**config.mk**
```make
export PLATFORM = sky130hd
export DESIGN_NAME = sorted_interval_insert_merge
export DESIGN_NICKNAME = d
export VERILOG_FILES = /design/src/rtl/siim_pkg.sv /design/src/rtl/siim_front.sv /design/src/rtl/siim_queue.sv /design/src/rtl/siim_back.sv /design/src/rtl/sorted_interval_insert_merge.sv
export SDC_FILE = /design/constraint.sdc
export NUM_CORES = 1
export LEC_CHECK = 0
export BUFFER_PORTS_ARGS = -buffer_cell sky130_fd_sc_hd__buf_2
export CAP_MARGIN = 25
export CORE_MARGIN = 3
export CORE_UTILIZATION = 28
export DETAILED_ROUTE_END_ITERATION = 7
export PLACE_DENSITY_LB_ADDON = 0.05
export SETUP_SLACK_MARGIN = 0.1
export SLEW_MARGIN = 20
export SYNTH_ARGS = -nofsm -noshare
export SYNTH_HDL_FRONTEND = slang
export SYNTH_HIERARCHICAL = 1
export SYNTH_SLANG_ARGS = --single-unit
```
**constraint.sdc**
```tcl
create_clock -name clk -period 19.65 [get_ports clk]
set_input_delay 0.9825 -clock clk [delete_from_list [all_inputs] [get_ports clk]]
set_output_delay 0.9825 -clock clk [all_outputs]
set_load 0.02 [all_outputs]
```
**src/rtl/siim_pkg.sv**
```systemverilog
// siim_pkg: shared types and constants of the sorted interval insert/merge block
// used by siim_front, siim_queue, siim_back and sorted_interval_insert_merge
`timescale 1ns / 1ps
`default_nettype none

package siim_pkg;

  localparam int unsigned ValW = 32;
  localparam int unsigned CfgIdxW = 2;

  localparam logic [CfgIdxW-1:0] REG_NEW_LOW  = 2'd0;
  localparam logic [CfgIdxW-1:0] REG_NEW_HIGH = 2'd1;

  typedef logic signed [ValW-1:0] val_t;

  // results caused by one request, one or two intervals
  typedef struct packed {
    val_t a_low;
    val_t a_high;
    val_t b_low;
    val_t b_high;
    logic two;
    logic last;
  } job_t;

  typedef struct packed {
    logic merging;
    logic inserted;
  } front_status_t;

  typedef struct packed {
    logic full;
    logic empty;
  } queue_status_t;

endpackage

`default_nettype wire

```
**src/rtl/siim_front.sv**
```systemverilog
// siim_front: accepts list requests, holds the insert registers and merge state
// and turns each request that yields results into a job for the queue; depends on siim_pkg
`timescale 1ns / 1ps
`default_nettype none

module siim_front
  import siim_pkg::*;
(
  input  wire logic               clk,
  input  wire logic               rst,
  input  wire logic               cfg_we,
  input  wire logic [CfgIdxW-1:0] cfg_index,
  input  wire logic [ValW-1:0]    cfg_data,
  input  wire logic               in_valid,
  input  wire logic               in_ready_q,
  input  wire val_t               in_low,
  input  wire val_t               in_high,
  input  wire logic               in_last,
  output logic                    push,
  output job_t                    push_job,
  output front_status_t           status
);

  val_t new_low;
  val_t new_high;
  logic merging;
  logic inserted;
  val_t merged_low;
  val_t merged_high;

  logic merging_next;
  logic inserted_next;
  val_t merged_low_next;
  val_t merged_high_next;
  logic accept;
  logic overlap;
  logic emit;

  assign accept  = in_valid && in_ready_q;
  assign overlap = !((in_high < new_low) || (in_low > new_high));

  always_comb begin
    merging_next     = merging;
    inserted_next    = inserted;
    merged_low_next  = merged_low;
    merged_high_next = merged_high;
    emit             = 1'b0;
    push_job         = '0;
    push_job.last    = in_last;
    if (overlap) begin
      merging_next = 1'b1;
      inserted_next = 1'b1;
      if (!merging) begin
        merged_low_next  = (in_low < new_low) ? in_low : new_low;
        merged_high_next = (in_high > new_high) ? in_high : new_high;
      end else begin
        merged_low_next  = (in_low < merged_low) ? in_low : merged_low;
        merged_high_next = (in_high > merged_high) ? in_high : merged_high;
      end
      emit            = in_last;
      push_job.a_low  = merged_low_next;
      push_job.a_high = merged_high_next;
    end else begin
      emit = 1'b1;
      priority if (merging) begin
        merging_next    = 1'b0;
        inserted_next   = 1'b1;
        push_job.a_low  = merged_low;
        push_job.a_high = merged_high;
        push_job.b_low  = in_low;
        push_job.b_high = in_high;
        push_job.two    = 1'b1;
      end else if (!inserted && (new_low < in_low)) begin
        inserted_next   = 1'b1;
        push_job.a_low  = new_low;
        push_job.a_high = new_high;
        push_job.b_low  = in_low;
        push_job.b_high = in_high;
        push_job.two    = 1'b1;
      end else begin
        push_job.a_low  = in_low;
        push_job.a_high = in_high;
        push_job.b_low  = new_low;
        push_job.b_high = new_high;
        push_job.two    = in_last && !inserted;
      end
    end
  end

  assign push            = accept && emit;
  assign status.merging  = merging;
  assign status.inserted = inserted;

  always_ff @(posedge clk) begin
    if (rst) begin
      new_low     <= '0;
      new_high    <= '0;
      merging     <= 1'b0;
      inserted    <= 1'b0;
      merged_low  <= '0;
      merged_high <= '0;
    end else begin
      if (cfg_we && (cfg_index == REG_NEW_LOW)) begin
        new_low <= cfg_data;
      end
      if (cfg_we && (cfg_index == REG_NEW_HIGH)) begin
        new_high <= cfg_data;
      end
      if (accept) begin
        if (in_last) begin
          merging     <= 1'b0;
          inserted    <= 1'b0;
          merged_low  <= '0;
          merged_high <= '0;
        end else begin
          merging     <= merging_next;
          inserted    <= inserted_next;
          merged_low  <= merged_low_next;
          merged_high <= merged_high_next;
        end
      end
    end
  end

endmodule

`default_nettype wire

```
**src/rtl/siim_queue.sv**
```systemverilog
// siim_queue: two-entry job queue between front and back
// depends on siim_pkg
`timescale 1ns / 1ps
`default_nettype none

module siim_queue
  import siim_pkg::*;
(
  input  wire logic     clk,
  input  wire logic     rst,
  input  wire logic     push,
  input  wire job_t     push_job,
  input  wire logic     pop,
  output job_t          head,
  output queue_status_t status
);

  job_t       entry [2];
  logic       wr_ptr;
  logic       rd_ptr;
  logic [1:0] count;

  assign head         = entry[rd_ptr];
  assign status.full  = (count == 2'd2);
  assign status.empty = (count == 2'd0);

  always_ff @(posedge clk) begin
    if (push) begin
      entry[wr_ptr] <= push_job;
    end
  end

  always_ff @(posedge clk) begin
    if (rst) begin
      wr_ptr <= 1'b0;
      rd_ptr <= 1'b0;
      count  <= 2'd0;
    end else begin
      if (push) begin
        wr_ptr <= ~wr_ptr;
      end
      if (pop) begin
        rd_ptr <= ~rd_ptr;
      end
      unique case ({push, pop})
        2'b10:   count <= count + 2'd1;
        2'b01:   count <= count - 2'd1;
        default: count <= count;
      endcase
    end
  end

endmodule

`default_nettype wire

```
**src/rtl/siim_back.sv**
```systemverilog
// siim_back: drains jobs one result interval per cycle, while out_stall is low, into the output register
// depends on siim_pkg
`timescale 1ns / 1ps
`default_nettype none

module siim_back
  import siim_pkg::*;
(
  input  wire logic clk,
  input  wire logic rst,
  input  wire job_t head,
  input  wire logic q_empty,
  output logic      pop,
  output logic      out_valid,
  input  wire logic out_stall,
  output val_t      out_low,
  output val_t      out_high,
  output logic      run_end,
  output logic      list_end
);

  logic idx;
  logic load;
  logic take;
  logic is_end;

  assign load   = !out_valid || !out_stall;
  assign take   = load && !q_empty;
  assign is_end = idx || !head.two;
  assign pop    = take && is_end;

  always_ff @(posedge clk) begin
    if (take) begin
      out_low  <= idx ? head.b_low : head.a_low;
      out_high <= idx ? head.b_high : head.a_high;
      run_end  <= is_end;
      list_end <= is_end && head.last;
    end
  end

  always_ff @(posedge clk) begin
    if (rst) begin
      out_valid <= 1'b0;
      idx       <= 1'b0;
    end else begin
      if (load) begin
        out_valid <= !q_empty;
      end
      if (take) begin
        idx <= !is_end;
      end
    end
  end

endmodule

`default_nettype wire

```
**src/rtl/sorted_interval_insert_merge.sv**
```systemverilog
// sorted_interval_insert_merge: inserts one configured interval into a streamed
// sorted interval list, merging overlaps; built from siim_front, siim_queue and
// siim_back, types from siim_pkg
//
// usage: write new_low (index 0) and new_high (index 1) on cfg_we/cfg_index/
// cfg_data while idle, then stream list intervals on in_valid/in_stall with
// in_last on the final one. a request is taken when valid is high and stall low.
// each request yields zero, one or two result intervals on out_valid/out_stall;
// run_end marks the last result of a request, list_end the last of the list.
// the front turns a request with results into a queue entry, and the back
// moves each result from that entry into the output register.
// throughput: one request per cycle while in_stall is low, one result per cycle
// on the output while out_stall is low; a two-result job pops after both results.
// the two-entry queue decouples the sides: in_stall rises only when it is full.
// out_stall holds the output register; the queue then fills and stalls input.
// reset clears the insert registers to 0, the merge state and the queue.
`timescale 1ns / 1ps
`default_nettype none

module sorted_interval_insert_merge
  import siim_pkg::*;
(
  input  wire logic               clk,
  input  wire logic               rst,
  input  wire logic               cfg_we,
  input  wire logic [CfgIdxW-1:0] cfg_index,
  input  wire logic [ValW-1:0]    cfg_data,
  input  wire logic               in_valid,
  output logic                    in_stall,
  input  wire val_t               in_low,
  input  wire val_t               in_high,
  input  wire logic               in_last,
  output logic                    out_valid,
  input  wire logic               out_stall,
  output val_t                    out_low,
  output val_t                    out_high,
  output logic                    run_end,
  output logic                    list_end
);

  logic          push;
  job_t          push_job;
  job_t          head;
  logic          pop;
  queue_status_t q_status;
  front_status_t f_status;

  assign in_stall = q_status.full;

  siim_front u_front (
    .clk        (clk),
    .rst        (rst),
    .cfg_we     (cfg_we),
    .cfg_index  (cfg_index),
    .cfg_data   (cfg_data),
    .in_valid   (in_valid),
    .in_ready_q (!q_status.full),
    .in_low     (in_low),
    .in_high    (in_high),
    .in_last    (in_last),
    .push       (push),
    .push_job   (push_job),
    .status     (f_status)
  );

  siim_queue u_queue (
    .clk      (clk),
    .rst      (rst),
    .push     (push),
    .push_job (push_job),
    .pop      (pop),
    .head     (head),
    .status   (q_status)
  );

  siim_back u_back (
    .clk       (clk),
    .rst       (rst),
    .head      (head),
    .q_empty   (q_status.empty),
    .pop       (pop),
    .out_valid (out_valid),
    .out_stall (out_stall),
    .out_low   (out_low),
    .out_high  (out_high),
    .run_end   (run_end),
    .list_end  (list_end)
  );

  a_list_clears: assert property (@(posedge clk) disable iff (rst)
    (in_valid && !in_stall && in_last) |=> (!f_status.merging && !f_status.inserted))
    else $error("merge state not cleared after list end");

  a_list_end_run_end: assert property (@(posedge clk) disable iff (rst)
    out_valid |-> (!list_end || run_end))
    else $error("list_end without run_end");

  a_no_push_full: assert property (@(posedge clk) disable iff (rst)
    q_status.full |-> !push)
    else $error("push into full queue");

  a_pop_nonempty: assert property (@(posedge clk) disable iff (rst)
    pop |-> !q_status.empty)
    else $error("pop from empty queue");

endmodule

`default_nettype wire
```
==> results.json, run 1 <==
{
  "power_density_nw_per_um2": 113,
  "drt_iter0_drc": 1651,
  "num-fill-cells": 10100,
  "hold_class": "register to register",
  "avgSynthCellArea_sq_um": 10.0,
  "critPathRequiredTime_ns": 20.09,
  "worstMarginPinSlew_ns": 1.13,
  "max-vdd-ir-drop_mv": 0.0886,
  "fp.dieH_um": 322,
  "grt_max_degree": 131,
  "track_usage": 0.206,
  "clk_pin_slew_ns": 0.06,
  "placed_area_sq_um": 29900,
  "via_per_inst": 5.58,
  "p_total_mw": 3.62,
  "synth.net_count": 3083,
  "multiInputGateArea_sq_um": 13800,
  "synthCells": 2788,
  "cts_setup_buffers": 0,
  "ff2ff_setup_slack_ns": 13.92,
  "crit_fanout": 53,
  "cp.arrival_ns": 6.18,
  "crit_slowest_cell": "nand2_2",
  "dr.pass1.iters": 7,
  "num_vias": 23300,
  "htreeDepth": 2,
  "maxSlewViolCount": 0,
  "io_pins": 172,
  "drive_gt1_frac": 0.183,
  "hold_ws_ns": 0.503,
  "antenna-diode-count": 0,
  "area_growth_pct": 14.1,
  "core_area_sq_um": 98700,
  "p_leak_nw": 11.0,
  "outcome": "complete, no violations",
  "antenna_found_initial": 4,
  "fin_crit_ns": 5.73,
  "cts_root_buf": "clkbuf_16",
  "ctsResizeCount": 0,
  "initial_core_util": 0.283,
  "finalHoldViolations": 0,
  "regArea_sq_um": 12500,
  "dieArea_sq_um": 104000,
  "cts_buffers": 59,
  "yosysWarnings": 6,
  "clock_sinks": 463,
  "clock_latency_ns": 0.67,
  "grt_setup_unrepaired": "false",
  "fin_skew_ns": 0.0244,
  "path_cells": "inv_1, ha_1, a21o_1, a21oi_1, o211ai_1, a2111oi_1, o21ai_0, nand4_1, buf_4, buf_4, nand2_2, o211ai_1",
  "finalNetCount": 3128,
  "wl_mm": 109,
  "min_period_over_period": 0.292,
  "fmax_mhz": 174,
  "fp-row-count": 115,
  "grt_overflow_total": 0,
  "maxCapViolations": 0,
  "place_congestion": 0.816,
  "detail-route-antenna-nets": 0,
  "wire_per_inst_um": 26.1,
  "critPathKind": "register to register",
  "endpoint_kind": "register",
  "tns_ns": 0,
  "finalSetupViolations": 0,
  "ctsHoldBuffers": 0,
  "grt_pass1_wl_mm": 160,
  "synth_area_sq_um": 28000,
  "grt_pass1_vias": 24000,
  "cts_tree": "yes",
  "hpwl_mm": 69.2,
  "critPathMaxStageDelay_ns": 0.80,
  "cp-start-kind": "register",
  "drcViolationCount": 0,
  "port_buffers": 171,
  "design_area_sq_um": 31900,
  "clockBufferDepth": 3,
  "slew_headroom": 0.245,
  "die_x_um": 322
}
-- where the power goes --
part           switching (mW)  total (mW)  internal (mW)
Clock                   0.447        1.13          0.687
Combinational           0.692        1.09          0.397
Sequential             0.0825        1.40           1.32
-- cell type report --
cell class | instances | share of cell area
Multi-Input combinational cell | 1923 | 0.434
Tap cell | 1287 | 0.0504
Sequential cell | 463 | 0.393
Clock inverter | 21 | 0.00893
Timing Repair Buffer | 217 | 0.0406
Clock buffer | 89 | 0.0536
Inverter | 169 | 0.0199
-- critical path: cells and delay by family, from the launching register on --
kind,cells,cell delay [ns]
buf+inv,3,1.37
flops,1,0.56
simple gates,2,1.02
compound gates,6,2.18
fa+ha+maj,1,0.30
-- sequential cells by signal, indices dropped and copies added, names as in the netlist, 2 cells and up, named ones only --
name / flops
u_back/out_high: 32
u_back/out_low: 32
u_front/merged_high: 32
u_front/merged_low: 32
u_front/new_high: 32
u_front/new_low: 32
u_queue/count: 2
u_queue/entry: 260
-- stage by stage --
stage	utilization	std cells	setup WS, ns
after floorplan	-	2788	10.42
after global placement	0.302	4054	13.04
after detailed placement	0.303	4057	13.34
after CTS	0.323	4167	13.80
after global routing	0.323	4169	13.57
final	0.323	4169	13.92
-- per-layer routing --
metal | track usage | routed length, um
met1 | 0.275 | 49000
met2 | 0.338 | 50600
met3 | 0.0289 | 5690
met4 | 0.0763 | 3630
met5 | 0 | 13
-- final timing paths --
kind	endpoint	cells past startpoint	from
min reg2reg	u_queue/count[1]	2	u_queue/count[1]
min	u_queue/count[1]	2	u_queue/count[1]
max reg2reg	u_queue/entry[1][104]	12	u_front/new_low[25]
max	u_queue/entry[1][104]	12	u_front/new_low[25]
-- layout by cell type (no fill, tap or decap), types with 6 or more instances in the layout --
cell type	n
a211oi_1	97
a21o_1	19
a21oi_1	198
a221oi_1	8
a22oi_1	32
and3_1	31
and4_1	6
buf_2	170
buf_4	40
bufinv_16	7
clkbuf_1	19
clkbuf_16	60
clkbuf_8	10
clkinv_1	8
dfxtp_1	134
edfxtp_1	326
ha_1	190
inv_1	168
mux2_2	194
mux2i_1	32
nand2_1	246
nand2b_1	6
nand3_1	110
nand4_1	62
nor2_1	86
nor2b_1	6
o211ai_1	72
o21a_1	7
o21ai_0	186
o311a_1	31
o31a_1	31
o31ai_1	34
o32ai_1	63
or3_1	67
or4_1	35
No activity file was read; power rests on OpenSTA's default activity.
==> run 2, diff against run 1 <==
Clock period 19.65 ns to 5.7 ns, I/O delays scaled along.
==> results.json, run 2 (same netlist as run 1, synthesis figures left out) <==
{
  "regMostFlops": "u_queue/entry",
  "wl_mm": 108,
  "clock_sinks": 463,
  "rr_startpoint": "u_front/new_low[25]",
  "fin_skew_ns": 0.0362,
  "slew_headroom": 0.281,
  "cp-start-kind": "register",
  "final_cells": 4204,
  "grt_max_degree": 103,
  "track_usage": 0.204,
  "endpoint_kind": "register",
  "holdPathEnd": "u_queue/entry[0][0]",
  "seqPwrFrac": 0.393,
  "worstMarginPinSlew_ns": 1.08,
  "finalNetCount": 3165,
  "finalHoldViolations": 0,
  "clk_pin_slew_ns": 0.06,
  "antenna-diode-count": 0,
  "crit_start": "u_front/new_low[25]",
  "power_frac_clock": 0.301,
  "drive_gt1_frac": 0.183,
  "clockBufferDepth": 3,
  "switching_share": 0.343,
  "dpl.cell_count": 4064,
  "place_congestion": 0.827,
  "grt_setup_unrepaired": "false",
  "tns_ns": 0,
  "die_x_um": 322,
  "hold_ws_ns": 0.0668,
  "initial_core_util": 0.283,
  "design_area_sq_um": 32200,
  "maxSlewViolCount": 0,
  "grt_pass1_wl_mm": 159,
  "power_density_nw_per_um2": 382,
  "rr_worst_depth": 13,
  "crit_fanout": 65,
  "cts_buffers": 57,
  "max-vdd-ir-drop_mv": 0.371,
  "min_period_over_period": 0.823,
  "wire_per_inst_um": 25.7,
  "final_common_cell": "edfxtp_1",
  "use_met3": 0.0268,
  "cts_tree": "yes",
  "fp.dieH_um": 322,
  "num_vias": 23500,
  "grt_overflow_total": 0,
  "cts_setup_buffers": 0,
  "critPathRequiredTime_ns": 5.98,
  "dr.pass1.iters": 5,
  "drt_iter0_drc": 1722,
  "mostFrequentLayoutCells": "edfxtp_1 (326), nand2_1 (246), a21oi_1 (198)",
  "outcome": "complete, no violations",
  "p_int_mw": 8.08,
  "fmax_mhz": 213,
  "ff2ff_setup_slack_ns": 1.01,
  "rr_endpoint": "u_queue/entry[0][53]",
  "grt_pass1_vias": 23800,
  "critPathKind": "register to register",
  "grtUsageMet1": 0.278,
  "hpwl_mm": 69.6,
  "fp-row-count": 115,
  "htreeDepth": 2,
  "cp.arrival_ns": 4.97,
  "fin_crit_ns": 4.69,
  "worstHoldStart": "in_last",
  "cts_root_buf": "clkbuf_16",
  "clock_latency_ns": 0.67,
  "port_buffers": 171,
  "p_leak_nw": 11.1,
  "area_growth_pct": 15.2,
  "detail-route-antenna-nets": 0,
  "antenna_found_initial": 2,
  "path_cells": "inv_1, ha_1, a21o_1, a21oi_1, o211ai_1, a2111oi_0, o21ai_0, nand4_1, nor2_1, nor2_1, inv_1, nor2_4, buf_12",
  "core_area_sq_um": 98700,
  "maxCapViolations": 0,
  "hold_class": "primary input to register",
  "placed_area_sq_um": 30000,
  "largest_register_ffs": 260,
  "met2_usage": 0.329,
  "p_comb_frac": 0.306,
  "hold_depth": 1,
  "via_per_inst": 5.58,
  "finalSetupViolations": 0,
  "drcViolationCount": 0,
  "dieArea_sq_um": 104000,
  "crit_slowest_cell": "a2111oi_0",
  "critPathMaxStageDelay_ns": 0.70,
  "ctsHoldBuffers": 34,
  "ctsResizeCount": 0,
  "io_pins": 172,
  "switchingPower_mw": 4.23,
  "grt_busiest_layer": "met2"
}
## run 2: changes by cell type in the layout (fill, tap and decap cells not counted), moves of 3 or more
cell / delta
dlygate4sd3_1: +34
clkbuf_1: -9
buf_12: +7
clkbuf_8: -6
clkinv_2: +5
clkinvlp_4: +4
inv_4: +3
## run 2: per-stage QoR
step           utilization  power (mW)  setup WS [ns]
5_1_grt              0.327        13.0          0.680
3_3_place_gp         0.304        8.71           1.02
6_report             0.327        12.3           1.01
4_1_cts              0.327        12.5          0.990
3_5_place_dp         0.304        8.73           1.02
2_1_floorplan            -        7.36          0.692
## run 2: power groups by stage
stage	clock network, mW	registers, mW	logic [mW]
after floorplan	0	5.11	2.25
after global placement	0	4.91	3.79
after detailed placement	0	4.92	3.81
after CTS	3.84	4.86	3.85
after global routing	3.96	4.92	4.10
final	3.70	4.84	3.76
## run 2: final cells by class
class / count / area [sq um]
clock inverter: 34 / 325
sequential: 463 / 12500
multi-input combinational: 1923 / 13800
fill: 10100 / 66500
tap: 1287 / 1610
clock buffer: 72 / 1540
timing repair buffer: 256 / 1740
inverter: 169 / 636
## run 2: worst max-delay path: cells and delay by family (launching register included)
kind            cells  cell delay (ns)
buf+inv             3             0.68
compound gates      5             1.49
flops               1             0.52
fa+ha+maj           1             0.29
simple gates        4             1.23
## run 2: worst max-delay path by stage
stage,end,slack [ns],cells past startpoint
2_1_floorplan,u_queue/count[1],0.69,6
3_3_place_gp,u_queue/entry[1][94],1.02,13
4_1_cts,u_queue/entry[0][53],0.99,13
3_5_place_dp,u_queue/entry[0][43],1.02,13
5_1_grt,u_queue/entry[0][53],0.68,13
6_report,u_queue/entry[0][53],1.01,13
## run 2: routing by layer
layer,vias to the layer above,routed length [um]
met3,184,5000
met2,756,50000
met5,-,0
met1,11700,49300
met4,0,3850
li1,10800,-
==> run 3, diff against run 2 <==
Clock period 5.7 ns to 4.9 ns, I/O delays scaled along.
==> results.json, run 3 (same netlist as run 1, synthesis figures left out) <==
{
  "rr_startpoint": "u_front/new_high[31]",
  "finalHoldViolations": 0,
  "drive_gt1_frac": 0.195,
  "rr_worst_depth": 12,
  "finalSetupViolations": 0,
  "max-vdd-ir-drop_mv": 0.276,
  "regMostFlops": "u_queue/entry",
  "clock_sinks": 463,
  "ff2ff_setup_slack_ns": 0.64,
  "drcViolationCount": 0,
  "p_leak_nw": 11.4,
  "area_growth_pct": 17.1,
  "hold_depth": 3,
  "critPathMaxStageDelay_ns": 0.68,
  "grt_setup_unrepaired": "false",
  "critPathRequiredTime_ns": 5.25,
  "fp-row-count": 115,
  "cts_root_buf": "clkbuf_16",
  "num-fill-cells": 10100,
  "detail-route-antenna-nets": 0,
  "mostFrequentLayoutCells": "edfxtp_1 (326), nand2_1 (248), a21oi_1 (198)",
  "final_common_cell": "edfxtp_1",
  "core_area_sq_um": 98700,
  "maxCapViolations": 0,
  "fp.dieH_um": 322,
  "clockBufferDepth": 3,
  "num_vias": 23300,
  "cp-start-kind": "register",
  "cts_buffers": 58,
  "cp.arrival_ns": 4.60,
  "worstMarginPinSlew_ns": 1.06,
  "clock_latency_ns": 0.66,
  "initial_core_util": 0.283,
  "grt_max_degree": 163,
  "dr.pass1.iters": 5,
  "crit_slowest_cell": "and2_4",
  "grt_pass1_vias": 23200,
  "power_density_nw_per_um2": 443,
  "crit_path_frequent_cell": "nor2_1",
  "fmax_mhz": 235,
  "fin_skew_ns": 0.0200,
  "path_cells": "inv_1, ha_1, nand4_1, nor2_1, nand2_1, a31oi_1, o221ai_2, nand4_1, nor2_1, nor2_1, and2_4, buf_12",
  "slew_headroom": 0.290,
  "endpoint_kind": "register",
  "hold_class": "primary input to register",
  "io_pins": 172,
  "port_buffers": 171,
  "dpl.cell_count": 4101,
  "ctsHoldBuffers": 36,
  "final_cells": 4248,
  "cp_top_family": "simple AND/OR/NAND/NOR gates",
  "htreeDepth": 2,
  "critPathKind": "register to register",
  "rr_endpoint": "u_queue/entry[1][52]",
  "outcome": "complete, no violations",
  "largest_register_ffs": 260,
  "holdPathEnd": "u_queue/entry[0][39]",
  "hpwl_mm": 70.4,
  "worstHoldStart": "in_low[5]",
  "crit_start": "u_front/new_high[31]",
  "maxSlewViolCount": 0,
  "grt_overflow_total": 0,
  "critPathBufInv": 2,
  "wire_per_inst_um": 25.0,
  "clk_pin_slew_ns": 0.06,
  "ctsResizeCount": 0,
  "min_period_over_period": 0.869,
  "place_congestion": 0.832,
  "grt_pass1_wl_mm": 157,
  "cts_setup_buffers": 0,
  "track_usage": 0.201,
  "wl_mm": 106,
  "die_x_um": 322,
  "drt_iter0_drc": 1673,
  "fin_crit_ns": 4.26,
  "crit_fanout": 25,
  "tns_ns": 0,
  "via_per_inst": 5.48,
  "antenna_found_initial": 8,
  "dieArea_sq_um": 104000,
  "cts_tree": "yes",
  "finalNetCount": 3205
}
==> run 3: cell types whose count changed in the layout (fill, tap and decap cells not counted), moves of 5 or more <==
| cell | previous run | this run |
|---|---|---|
| dfxtp_1 | 134 | 128 |
| dfxtp_2 | 0 | 6 |
| buf_4 | 40 | 68 |
| buf_12 | 11 | 20 |
| clkinv_2 | 10 | 5 |
| clkbuf_1 | 10 | 21 |
| clkinv_1 | 8 | 3 |
==> run 3: layer usage <==
metal / vias to the layer above / track usage / part of all wire
met5: - / 0 / 0.00012
met4: 2 / 0.0583 / 0.024
met3: 124 / 0.0298 / 0.049
met2: 712 / 0.329 / 0.46
met1: 11500 / 0.274 / 0.46
li1: 10900 / - / -
==> run 3: metrics by stage <==
| step | util | setup WS, ns | hold WS, ns | area (sq um) | power [mW] |
|---|---|---|---|---|---|
| 6_report | 0.332 | 0.642 | 0.0909 | 32800 | 14.5 |
| 5_1_grt | 0.332 | 0.458 | 0.0807 | 32800 | 15.3 |
| 4_1_cts | 0.332 | 0.697 | 0.0350 | 32800 | 14.8 |
| 3_5_place_dp | 0.308 | 0.722 | 0.493 | 30400 | 10.1 |
| 3_3_place_gp | 0.308 | 0.194 | 0.487 | 30400 | 10.1 |
| 2_1_floorplan | - | 0.108 | 0.314 | 28000 | 8.55 |
==> run 3: layout make-up <==
cell class | instances | area, sq um | area share
Multi-Input combinational cell | 1923 | 13900 | 0.423
Sequential cell | 463 | 12600 | 0.383
Timing Repair Buffer | 295 | 2130 | 0.0649
Clock buffer | 86 | 1630 | 0.0497
Tap cell | 1287 | 1610 | 0.0492
Inverter | 169 | 636 | 0.0194
Clock inverter | 22 | 338 | 0.0103
Antenna cell | 3 | 7.51 | 0.000229
==> run 3: report_power, final <==
group	internal, mW	leakage [nW]	switching [mW]
clock network	2.71	0.949	1.78
registers	5.27	4.21	0.318
logic	1.71	6.21	2.72
total	9.69	11.4	4.82
==> run 3: how the worst max path moves through the flow <==
stage                       endpoint  slack, ns  depth (start not counted)
6_report        u_queue/entry[1][52]       0.64                         12
5_1_grt         u_queue/entry[1][19]       0.46                         12
4_1_cts         u_queue/entry[1][52]       0.70                         12
3_5_place_dp   u_queue/entry[1][115]       0.72                         12
3_3_place_gp   u_queue/entry[1][116]       0.19                         12
2_1_floorplan    u_queue/entry[0][0]       0.11                         14
==> run 3: tightest hold or removal path: cells and delay by family <==
family | cells | cell delay, ns
compound gates | 2 | 0.17
buf+inv | 1 | 0.16
